[config.mk]
export PLATFORM = sky130hd
export DESIGN_NAME = depth_slab_projection
export DESIGN_NICKNAME = d
export VERILOG_FILES = /design/src/design/dsp_pkg.sv /design/src/design/dsp_front.sv /design/src/design/dsp_job_queue.sv /design/src/design/dsp_back.sv /design/src/design/depth_slab_projection.sv
export SDC_FILE = /design/constraint.sdc
export NUM_CORES = 1
export LEC_CHECK = 0
export ABC_CLOCK_PERIOD_IN_PS = 9400
export BUFFER_PORTS_ARGS = -buffer_cell sky130_fd_sc_hd__buf_2
export CAP_MARGIN = 40
export CORE_MARGIN = 5
export CORE_UTILIZATION = 60
export DETAILED_ROUTE_END_ITERATION = 10
export PLACE_DENSITY = 0.77
export SYNTH_ARGS = -nofsm -noshare
export SYNTH_HDL_FRONTEND = slang
export SYNTH_SLANG_ARGS = --single-unit
[constraint.sdc]
create_clock -name clk -period 9.4 [get_ports clk]
set_input_delay 0.94 -clock clk [delete_from_list [all_inputs] [get_ports clk]]
set_output_delay 0.94 -clock clk [all_outputs]
set_load 0.01 [all_outputs]
[src/design/dsp_pkg.sv]
// ----------------------------------------------------------------------------
// dsp_pkg: shared types and constants of the depth slab projection
// Item layouts between front, job queue and back, register codes, limits.
// ----------------------------------------------------------------------------
package dsp_pkg;

    localparam int MAX_DEPTH   = 1024;
    localparam int SUM_W       = 18;
    localparam int COUNT_W     = 11;
    localparam int DIV_STEPS   = 26;   // (sum << 8) is 26 bits wide
    localparam int STEP_W      = $clog2(DIV_STEPS);
    localparam int JQ_DEPTH    = 2;
    localparam int OQ_DEPTH    = 2;

    // configuration register indexes
    localparam logic [2:0] CFG_MODE     = 3'd0;
    localparam logic [2:0] CFG_EXTEND   = 3'd1;
    localparam logic [2:0] CFG_TOP_OFS  = 3'd2;
    localparam logic [2:0] CFG_BOT_OFS  = 3'd3;
    localparam logic [2:0] CFG_COL_LEN  = 3'd4;

    typedef struct packed {
        logic              projection_mode;
        logic              extend_to_bottom;
        logic signed [6:0] top_offset;
        logic signed [6:0] bottom_offset;
        logic [10:0]       column_length;
    } cfg_t;

    // one finished column, handed from front to back
    typedef struct packed {
        logic [SUM_W-1:0]   sum;
        logic [COUNT_W-1:0] count;
        logic [7:0]         max;
        logic               mode;
    } job_t;

    typedef struct packed {
        logic [15:0] value;
        logic        empty;
    } res_t;

    typedef enum logic [1:0] {
        BK_IDLE,
        BK_DIV,
        BK_PUSH
    } back_state_t;

endpackage

[src/design/dsp_front.sv]
// ----------------------------------------------------------------------------
// dsp_front: window test and column accumulation
// Tests each pixel against the slab window, keeps sum, count and maximum,
// and hands the totals to the job queue on the last pixel of a column.
// ----------------------------------------------------------------------------
module dsp_front
    import dsp_pkg::*;
(
    input  logic        clk,
    input  logic        rst_n,
    input  cfg_t        cfg,
    input  logic        accept,
    input  logic [7:0]  pixel_value,
    input  logic [9:0]  depth_row,
    input  logic [9:0]  top_boundary,
    input  logic [9:0]  bottom_boundary,
    input  logic        last_in_column,
    output logic        job_push,
    output job_t        job
);

    logic [SUM_W-1:0]   sum_reg, sum_next, sum_acc;
    logic [COUNT_W-1:0] count_reg, count_next, count_acc;
    logic [7:0]         max_reg, max_next, max_acc;
    logic signed [11:0] start_s, end_s, row_s;
    logic               in_win;
    logic [SUM_W:0]     sum_wide;

    always_comb
    begin
        row_s = {2'b00, depth_row};
        if (cfg.extend_to_bottom)
        begin
            start_s = {2'b00, top_boundary};
            end_s   = (cfg.column_length > 11'(MAX_DEPTH)) ? 12'(MAX_DEPTH)
                                                            : {1'b0, cfg.column_length};
        end
        else
        begin
            start_s = $signed({2'b00, top_boundary})
                    + $signed({{5{cfg.top_offset[6]}}, cfg.top_offset});
            end_s   = $signed({2'b00, bottom_boundary})
                    + $signed({{5{cfg.bottom_offset[6]}}, cfg.bottom_offset});
        end
        in_win = (row_s >= start_s) && (row_s < end_s);

        // saturating accumulation
        sum_wide  = {1'b0, sum_reg} + {{(SUM_W-7){1'b0}}, pixel_value};
        sum_acc   = sum_reg;
        count_acc = count_reg;
        max_acc   = max_reg;
        if (in_win)
        begin
            sum_acc   = sum_wide[SUM_W] ? {SUM_W{1'b1}} : sum_wide[SUM_W-1:0];
            count_acc = (&count_reg) ? count_reg : count_reg + 1'b1;
            max_acc   = (pixel_value > max_reg) ? pixel_value : max_reg;
        end

        job.sum  = sum_acc;
        job.count = count_acc;
        job.max  = max_acc;
        job.mode = cfg.projection_mode;
        job_push = accept && last_in_column;

        sum_next   = sum_reg;
        count_next = count_reg;
        max_next   = max_reg;
        if (accept)
        begin
            sum_next   = last_in_column ? '0 : sum_acc;
            count_next = last_in_column ? '0 : count_acc;
            max_next   = last_in_column ? '0 : max_acc;
        end
    end

    always_ff @(posedge clk or negedge rst_n)
    begin
        if (!rst_n)
        begin
            sum_reg   <= '0;
            count_reg <= '0;
            max_reg   <= '0;
        end
        else
        begin
            sum_reg   <= sum_next;
            count_reg <= count_next;
            max_reg   <= max_next;
        end
    end

endmodule

[src/design/dsp_job_queue.sv]
// ----------------------------------------------------------------------------
// dsp_job_queue: short queue of finished columns
// Two-entry queue that lets the front keep streaming while the back divides.
// ----------------------------------------------------------------------------
module dsp_job_queue
    import dsp_pkg::*;
(
    input  logic clk,
    input  logic rst_n,
    input  logic push,
    input  job_t push_job,
    input  logic pop,
    output job_t head,
    output logic full,
    output logic empty
);

    localparam int PTR_W = $clog2(JQ_DEPTH);

    job_t               mem [JQ_DEPTH];
    logic [PTR_W-1:0]   wr_reg, wr_next, rd_reg, rd_next;
    logic [PTR_W:0]     cnt_reg, cnt_next;

    assign full  = (cnt_reg == (PTR_W+1)'(JQ_DEPTH));
    assign empty = (cnt_reg == '0);
    assign head  = mem[rd_reg];

    always_comb
    begin
        wr_next  = (push && !full) ? wr_reg + 1'b1 : wr_reg;
        rd_next  = (pop && !empty) ? rd_reg + 1'b1 : rd_reg;
        cnt_next = cnt_reg + (PTR_W+1)'(push && !full) - (PTR_W+1)'(pop && !empty);
    end

    always_ff @(posedge clk or negedge rst_n)
    begin
        if (!rst_n)
        begin
            wr_reg  <= '0;
            rd_reg  <= '0;
            cnt_reg <= '0;
        end
        else
        begin
            wr_reg  <= wr_next;
            rd_reg  <= rd_next;
            cnt_reg <= cnt_next;
        end
    end

    always_ff @(posedge clk)
    begin
        if (push && !full)
        begin
            mem[wr_reg] <= push_job;
        end
    end

endmodule

[src/design/dsp_back.sv]
// ----------------------------------------------------------------------------
// dsp_back: per-column result unit
// Turns a column's totals into the 8.8 result: maximum by shift, mean by a
// radix-2 restoring divider (one quotient bit per cycle). Results wait in a
// two-entry output queue.
// ----------------------------------------------------------------------------
module dsp_back
    import dsp_pkg::*;
(
    input  logic        clk,
    input  logic        rst_n,
    input  job_t        job,
    input  logic        job_empty,
    output logic        job_pop,
    input  logic        pop,
    output logic        empty,
    output logic [15:0] projection_value,
    output logic        window_empty
);

    localparam int PTR_W = $clog2(OQ_DEPTH);

    back_state_t            state_reg, state_next;
    logic [STEP_W-1:0]      step_reg, step_next;
    logic [COUNT_W-1:0]     rem_reg, rem_next, div_reg, div_next;
    logic [DIV_STEPS-1:0]   quo_reg, quo_next;
    res_t                   res_reg, res_next;
    logic [COUNT_W:0]       trial;
    logic                   q_bit;

    res_t                   oq_mem [OQ_DEPTH];
    logic [PTR_W-1:0]       owr_reg, owr_next, ord_reg, ord_next;
    logic [PTR_W:0]         ocnt_reg, ocnt_next;
    logic                   oq_full, oq_push, oq_pop;

    assign oq_full = (ocnt_reg == (PTR_W+1)'(OQ_DEPTH));
    assign empty   = (ocnt_reg == '0);
    assign oq_pop  = pop && !empty;
    assign projection_value = oq_mem[ord_reg].value;
    assign window_empty     = oq_mem[ord_reg].empty;

    // divider step: shift in the next dividend bit, subtract when it fits
    assign trial = {rem_reg, quo_reg[DIV_STEPS-1]};
    assign q_bit = (trial >= {1'b0, div_reg});

    always_comb
    begin
        state_next = state_reg;
        step_next  = step_reg;
        rem_next   = rem_reg;
        div_next   = div_reg;
        quo_next   = quo_reg;
        res_next   = res_reg;
        job_pop    = 1'b0;
        oq_push    = 1'b0;
        case (state_reg)
            BK_IDLE:
            begin
                if (!job_empty)
                begin
                    job_pop    = 1'b1;
                    state_next = BK_PUSH;
                    if (job.count == '0)
                    begin
                        res_next = '{value: 16'h0000, empty: 1'b1};
                    end
                    else if (job.mode)
                    begin
                        res_next = '{value: {job.max, 8'h00}, empty: 1'b0};
                    end
                    else if ({1'b0, job.sum} >= {job.count, 8'h00})
                    begin
                        // quotient would not fit 16 bits
                        res_next = '{value: 16'hFFFF, empty: 1'b0};
                    end
                    else
                    begin
                        rem_next   = '0;
                        div_next   = job.count;
                        quo_next   = {job.sum, 8'h00};
                        step_next  = '0;
                        state_next = BK_DIV;
                    end
                end
            end
            BK_DIV:
            begin
                rem_next  = q_bit ? COUNT_W'(trial - {1'b0, div_reg}) : trial[COUNT_W-1:0];
                quo_next  = {quo_reg[DIV_STEPS-2:0], q_bit};
                step_next = step_reg + 1'b1;
                if (step_reg == STEP_W'(DIV_STEPS - 1))
                begin
                    res_next   = '{value: quo_next[15:0], empty: 1'b0};
                    state_next = BK_PUSH;
                end
            end
            BK_PUSH:
            begin
                if (!oq_full)
                begin
                    oq_push    = 1'b1;
                    state_next = BK_IDLE;
                end
            end
            default:
            begin
                state_next = BK_IDLE;
            end
        endcase
        owr_next  = oq_push ? owr_reg + 1'b1 : owr_reg;
        ord_next  = oq_pop ? ord_reg + 1'b1 : ord_reg;
        ocnt_next = ocnt_reg + (PTR_W+1)'(oq_push) - (PTR_W+1)'(oq_pop);
    end

    always_ff @(posedge clk or negedge rst_n)
    begin
        if (!rst_n)
        begin
            state_reg <= BK_IDLE;
            step_reg  <= '0;
            owr_reg   <= '0;
            ord_reg   <= '0;
            ocnt_reg  <= '0;
        end
        else
        begin
            state_reg <= state_next;
            step_reg  <= step_next;
            owr_reg   <= owr_next;
            ord_reg   <= ord_next;
            ocnt_reg  <= ocnt_next;
        end
    end

    always_ff @(posedge clk)
    begin
        rem_reg <= rem_next;
        div_reg <= div_next;
        quo_reg <= quo_next;
        res_reg <= res_next;
        if (oq_push)
        begin
            oq_mem[owr_reg] <= res_reg;
        end
    end

endmodule

[src/design/depth_slab_projection.sv]
// ----------------------------------------------------------------------------
// depth_slab_projection: en-face slab projection of depth columns
// Mean or maximum of the pixels of each column inside a layer-bounded window.
// ----------------------------------------------------------------------------
// Usage:
//   Input queue: drive one pixel item (value, row, the column's top and bottom
//   boundaries, last-in-column mark) and raise push; it is taken on a clock
//   edge with push high and full low. Pixels stream at one item per cycle while full is low.
//   Result queue: while empty is low the oldest result (8.8 value plus the
//   empty-window flag) sits on the result ports; pop takes it.
//   One result per column, produced after its last pixel.
// Result path:
//   Mean mode: the column's totals go through the column queue into the
//   one-bit-per-cycle divider (26 steps), then into the result queue.
//   Maximum mode, empty window or quotient overflow: the divider is skipped.
//   The back end takes no new column until the last one is in the result queue;
//   a two-entry column queue and a two-entry result queue absorb short
//   columns, after which full rises until the divider catches up.
// Reset: clears accumulators, queues and configuration registers (column length 1024).
// Receiver stall: results pile up in the output queue, then the back end
//   waits, the column queue fills and full holds off new pixels.
// Configuration: write only while no item is in flight.
// ----------------------------------------------------------------------------
module depth_slab_projection
    import dsp_pkg::*;
(
    input  logic        clk,
    input  logic        rst_n,
    // configuration
    input  logic        cfg_write,
    input  logic [2:0]  cfg_index,
    input  logic [10:0] cfg_data,
    // pixel items
    input  logic        push,
    output logic        full,
    input  logic [7:0]  pixel_value,
    input  logic [9:0]  depth_row,
    input  logic [9:0]  top_boundary,
    input  logic [9:0]  bottom_boundary,
    input  logic        last_in_column,
    // result items
    output logic        empty,
    input  logic        pop,
    output logic [15:0] projection_value,
    output logic        window_empty
);

    cfg_t cfg_reg, cfg_next;
    logic accept;
    logic jq_push, jq_pop, jq_full, jq_empty;
    job_t jq_in, jq_head;

    // configuration registers
    always_comb
    begin
        cfg_next = cfg_reg;
        if (cfg_write)
        begin
            case (cfg_index)
                CFG_MODE:    cfg_next.projection_mode  = cfg_data[0];
                CFG_EXTEND:  cfg_next.extend_to_bottom = cfg_data[0];
                CFG_TOP_OFS: cfg_next.top_offset       = cfg_data[6:0];
                CFG_BOT_OFS: cfg_next.bottom_offset    = cfg_data[6:0];
                CFG_COL_LEN: cfg_next.column_length    = cfg_data;
                default:     cfg_next = cfg_reg;
            endcase
        end
    end

    always_ff @(posedge clk or negedge rst_n)
    begin
        if (!rst_n)
        begin
            cfg_reg <= '{projection_mode: 1'b0, extend_to_bottom: 1'b0,
                         top_offset: 7'sd0, bottom_offset: 7'sd0,
                         column_length: 11'(MAX_DEPTH)};
        end
        else
        begin
            cfg_reg <= cfg_next;
        end
    end

    // the front stalls only when there is no room for a finished column
    assign full   = jq_full;
    assign accept = push && !full;

    dsp_front u_front (
        .clk             (clk),
        .rst_n           (rst_n),
        .cfg             (cfg_reg),
        .accept          (accept),
        .pixel_value     (pixel_value),
        .depth_row       (depth_row),
        .top_boundary    (top_boundary),
        .bottom_boundary (bottom_boundary),
        .last_in_column  (last_in_column),
        .job_push        (jq_push),
        .job             (jq_in)
    );

    dsp_job_queue u_job_queue (
        .clk      (clk),
        .rst_n    (rst_n),
        .push     (jq_push),
        .push_job (jq_in),
        .pop      (jq_pop),
        .head     (jq_head),
        .full     (jq_full),
        .empty    (jq_empty)
    );

    dsp_back u_back (
        .clk              (clk),
        .rst_n            (rst_n),
        .job              (jq_head),
        .job_empty        (jq_empty),
        .job_pop          (jq_pop),
        .pop              (pop),
        .empty            (empty),
        .projection_value (projection_value),
        .window_empty     (window_empty)
    );

`ifndef ASSERT_OFF
    a_no_push_when_full: assert property (@(posedge clk) disable iff (!rst_n)
        jq_push |-> !jq_full)
        else $error("column pushed into full job queue");

    a_no_pop_when_empty: assert property (@(posedge clk) disable iff (!rst_n)
        jq_pop |-> !jq_empty)
        else $error("back end popped an empty job queue");

    a_empty_reads_zero: assert property (@(posedge clk) disable iff (!rst_n)
        (!empty && window_empty) |-> (projection_value == 16'h0000))
        else $error("empty window with nonzero value");
`endif

endmodule
## After elaboration in Yosys (flattened, before gate mapping)

Memory sizes are Yosys's and may differ from the RTL's.
Cells that the tools add are included.
Widths: inputs -> output; s select.

- Output and inout port bits: 19
- Logic and storage cells: 137
- Register bits after elaboration: 144
- Memories: 2
- Bits of input ports: 58
- RAM bits: 110

Memories:

| name | words | bits a word | read ports | clocked after Yosys merged registers in | wr ports | RTL line | text |
|---|---|---|---|---|---|---|---|
| u_job_queue.mem | 2 | 38 | 1 | 0 | 1 | dsp_job_queue.sv:20 | `job_t mem [JQ_DEPTH];` |
| u_back.oq_mem | 2 | 17 | 1 | 0 | 1 | dsp_back.sv:31 | `res_t oq_mem [OQ_DEPTH];` |

- Reduce and logical (&&, ||, !) cells: 25
- Add/subtract/negate cells: 14
- Magnitude comparators: 6
- Eq/ne operators: 16
- Bitwise operators: 4
- Multiplexer cells: 49

Operators with widths:

| kind | number |
|---|---|
| $mux 26 | 4 |
| $mux 11 | 9 |
| $mux 17 | 5 |
| $mux 18 | 3 |
| $pmux 26 s2 | 1 |
| $pmux 17 s2 | 1 |
| $add 11x7->12 | 2 |
| $mux 12 | 2 |
| $mux 8 | 3 |
| $pmux 11 s2 | 1 |
| $mux 5 | 4 |
| $add 18x8->19 | 1 |
| $ge 18x19->1 | 1 |
| $ge 11x12->1 | 1 |
| $ge 12x11->1 | 1 |
| $lt 11x12->1 | 1 |
| $mux 2 | 6 |
| $add 11x1->11 const B | 1 |
| $gt 11x11->1 const B | 1 |
| $logic_not 11->1 | 1 |
| $reduce_and 11->1 | 1 |
| $sub 11x11->11 | 1 |
| $ne 2x2->1 const B | 5 |
| $pmux 5 s2 | 1 |
| other kinds (25) | 57 |

## Longest topological paths before layout

- Word-level depth: 7
- Depth in mapped cells: 20
- Depth with buffers taken out: 18

## Modules after synthesis

From an unflattened synthesis, not the netlist that was laid out.

- Cells, all modules: 1,217
- Area total of the unflattened synthesis: 14,091.0 sq um

By module, submodules not included:

| module | area an instance (sq um) | sequential area each (sq um) | instances | cells each |
|---|---|---|---|---|
| dsp_back | 5,417.7 | 3,248.1 | 1 | 461 |
| dsp_front | 4,566.9 | 925.9 | 1 | 556 |
| dsp_job_queue | 2,994.1 | 2,382.3 | 1 | 138 |
| depth_slab_projection | 1,112.3 | 676.9 | 1 | 62 |

## Worst setup path before layout

Ideal clock, no wire load.

- Kind: in2reg
- Start: in bottom_boundary[1]
- End: mem u_job_queue.mem[0][20] (netlist name) (data pin)
- Setup slack: 4.687 ns
- Required time: 9.138 ns
- Buffers on the path: 1
- Data arrival time: 4.451 ns
- Library setup time: 0.262 ns
- Stages on the path: 18
- Path through: ha_1 > a211oi_1 > o21bai_1 > o41ai_1 > o21ai_0 > xor2_1 > nor2_1 > a31oi_1 > ha_1 > a211o_1 > a21oi_1 > o21ai_1 > a21o_1 > a211oi_1 > o32ai_2 > nor2_2 > buf_6 > mux2_4

RTL lines:

| what | RTL line | text |
|---|---|---|
| from (decl) | depth_slab_projection.sv:39 | `input logic [9:0] bottom_boundary,` |
| to (decl) | dsp_job_queue.sv:20 |  |

==> impl_metrics.py <==
metrics = {
    "clock_network": {
        "clk_latency_ns": 0.54,
        "cts_root_buf": "clkbuf_16",
        "cts_resized": 0,
        "cts_max_level": 1,
        "cts_hold_buffers": 0,
        "cts.path.max_buffers": 3,
        "cts_buffers": 26,
        "cts.sinks": 254,
        "path_clk_slew_ns": 0.06,
        "cts_setup_buffers": 0,
        "cts_tree": "done",
    },
    "global_route": {
        "met1_usage": 0.327,
        "grt_pass1_wl_um": 49300,
        "grt_pass1_vias": 9657,
        "antenna_found_initial": 0,
        "use_met2": 0.377,
        "gr-total-overflow": 0,
        "grt_max_degree": 60,
        "use_met3": 0.0332,
        "busiest_layer": "met2",
        "grt_usage": 0.229,
    },
    "sta": {
        "layout_setup_ws_ns": 3.97,
        "tightest_slew_ns": 0.933,
        "timing.final.crit_period_ns": 5.43,
        "clock_skew_ns": 0.0208,
        "timing.fmax_mhz": 184,
        "fin_setup_tns_ns": 0,
        "finalCritPeriodShare": 0.577,
        "setup_violations": 0,
        "hold_viol": 0,
        "rsz0062_at_grt": "no",
        "slew-limit-headroom": 0.375,
        "slew_violations": 0,
    },
    "job": {
        "cap_violations": 0,
    },
    "synthesis": {
        "synthCells": 1226,
        "netlist_area_sq_um": 13900,
        "synth_nets": 1373,
        "synthDistinctLibCells": 75,
        "synth_flop_cell": "edfxtp_1",
        "avgSynthCellArea_sq_um": 11.4,
        "async_flop_share": 0.311,
        "ys_seq_elements": 254,
        "synth_edf_count": 175,
        "ys_seq_area_frac": 0.519,
        "synth_warnings": 0,
    },
    "die": {
        "core_sq_um": 22800,
        "die-area_sq_um": 26400,
        "floorplan.initialDensity": 0.612,
        "core.rowCount": 55,
        "die_w_um": 162,
        "pin_count": 77,
        "die_y_um": 162,
    },
    "drt": {
        "post_drt_wl_per_cell_um": 18.6,
        "wl_um": 30300,
        "ant_nets": 0,
        "vias": 9863,
        "drc": 0,
        "vias_per_cell": 6.04,
        "drt-pass1-iter-count": 5,
        "drt-initial-drc-count": 671,
    },
    "cells_and_area": {
        "syn2layout_area_growth_pct": 11.4,
        "nets": 1447,
        "multi_input_area_sq_um": 6220,
        "postLayoutCoreUtil": 0.682,
        "final_common_cell": "edfxtp_1",
        "largest_register_ffs": 76,
        "regArea_sq_um": 7230,
        "antennaDiodeCount": 0,
        "post_route_cells_drive_above_1_share": 0.170,
        "most-common-layout-cells": "175 x edfxtp_1, 86 x nor2_1, 85 x nand2_1, 85 x ha_1, 77 x dfrtp_1",
        "nFillCells": 1674,
    },
    "hold_path": {
        "min_path_type": "in -> async",
    },
    "critical_path": {
        "criticalPathCategory": "in -> reg",
        "crit_buf_inv": 2,
        "start_kind": "input port",
        "cp-end-kind": "flip-flop",
        "critPathTopFamily": "compound AO/OA/AOI/OAI gates",
        "slowest_stage": "nor2_2",
        "cpPeakStageDelay_ns": 0.58,
        "cp_data_required_time_ns": 9.67,
        "cp_max_fo": 16,
        "path_cells": "buf_2 > ha_1 > a211oi_1 > o21bai_1 > o41ai_1 > o21ai_0 > xor2_1 > nor2_1 > a31oi_1 > ha_1 > a211o_1 > a21oi_1 > o21ai_1 > a21o_1 > a211oi_1 > o32ai_2 > nor2_2 > buf_4 > mux2_4",
        "arrival_ns": 5.70,
    },
    "place": {
        "gp_congestion": 0.883,
        "dp_slack_ns": 3.49,
        "post-dp-hpwl_um": 21700,
        "port_buffers": 76,
    },
    "power_and_ir_drop": {
        "powerDensity_nw_per_um2": 313,
        "power_leakage_uw": 0.00641,
        "ir_drop_uv": 175,
    },
    "run_status": {
        "status": "completed",
    },
}
==> final timing paths <==
kind	start	end	slack (ns)	cells past startpoint
worst max register to register	cfg_reg[12]	u_job_queue.mem[0][22]	4.08	18
worst min register to register	u_back.res_reg[1]	u_back.oq_mem[0][1]	0.44	0
min in group clk	u_back.res_reg[1]	u_back.oq_mem[0][1]	0.44	0
worst max-delay path	bottom_boundary[1]	u_job_queue.mem[0][22]	3.97	19
worst min-delay path	rst_n	u_back.state_reg[0]	0.25	1
max in group asynchronous	rst_n	cfg_reg[10]	8.20	3
==> where the power goes <==
group / switching, uW / internal [uW]
Combinational: 1190 / 803
Clock: 417 / 582
Sequential: 194 / 1670
Total: 1800 / 3060
==> cell families (layout without fill, tap and decap cells) <==
| group | count (synthesis) | after routing | share of synthesized area |
|---|---|---|---|
| AND/OR/NAND/NOR | 344 | 344 | 0.124 |
| buffers and inverters | 117 | 211 | 0.0349 |
| AO/OA/AOI/OAI | 287 | 287 | 0.138 |
| flip-flops | 254 | 254 | 0.519 |
| adder cells (fa/ha/maj) | 89 | 89 | 0.0821 |
| multiplexers | 101 | 101 | 0.0811 |
| XOR/XNOR | 34 | 34 | 0.0214 |
==> layer usage <==
metal | vias to the layer above | wire length [um]
met5 | - | 0
met4 | 0 | 594
met3 | 49 | 1820
met2 | 308 | 14300
met1 | 4736 | 13600
li1 | 4770 | -
==> Yosys cell counts (all sizes together) (10+ instances only) <==
library cell	instances	share of area
a211o	10	0.0063
a211oi	18	0.0097
a21o	13	0.0070
a21oi	48	0.017
a311oi	12	0.0075
a31oi	45	0.020
and2	12	0.0054
and3	16	0.0072
buf	17	0.0080
clkbuf	32	0.0086
dfrtp	78	0.14
edfxtp	175	0.38
ha	85	0.076
inv	66	0.018
mux2	71	0.060
mux2i	30	0.022
nand2	86	0.023
nand2b	24	0.011
nand3	18	0.0065
nand4	15	0.0067
nor2	91	0.025
nor2b	16	0.0072
nor3	28	0.011
o211ai	13	0.0070
o21ai	55	0.020
o221ai	10	0.0063
o22ai	10	0.0045
o31ai	10	0.0054
xnor2	23	0.014
xor2	11	0.0069
==> through the flow <==
step           power [uW]  hold WS [ns]  instances  cell area [sq um]
2_1_floorplan        3340         0.421       1226              13900
6_report             4860         0.248       1633              15500
4_1_cts              4880         0.224       1633              15500
3_3_place_gp         3760         0.424       1581              14600
5_1_grt              5170         0.237       1633              15500
3_5_place_dp         3860         0.430       1585              14700
==> cell type report <==
| cell class | count | area share |
|---|---|---|
| multi-input cells | 855 | 0.401 |
| repair buffers | 95 | 0.0377 |
| clock inverters | 5 | 0.00177 |
| well taps | 313 | 0.0252 |
| flip-flops and latches | 254 | 0.466 |
| inverters | 68 | 0.0164 |
| clock buffers | 43 | 0.0519 |
Note: power is estimated with default switching activity, not from simulation.
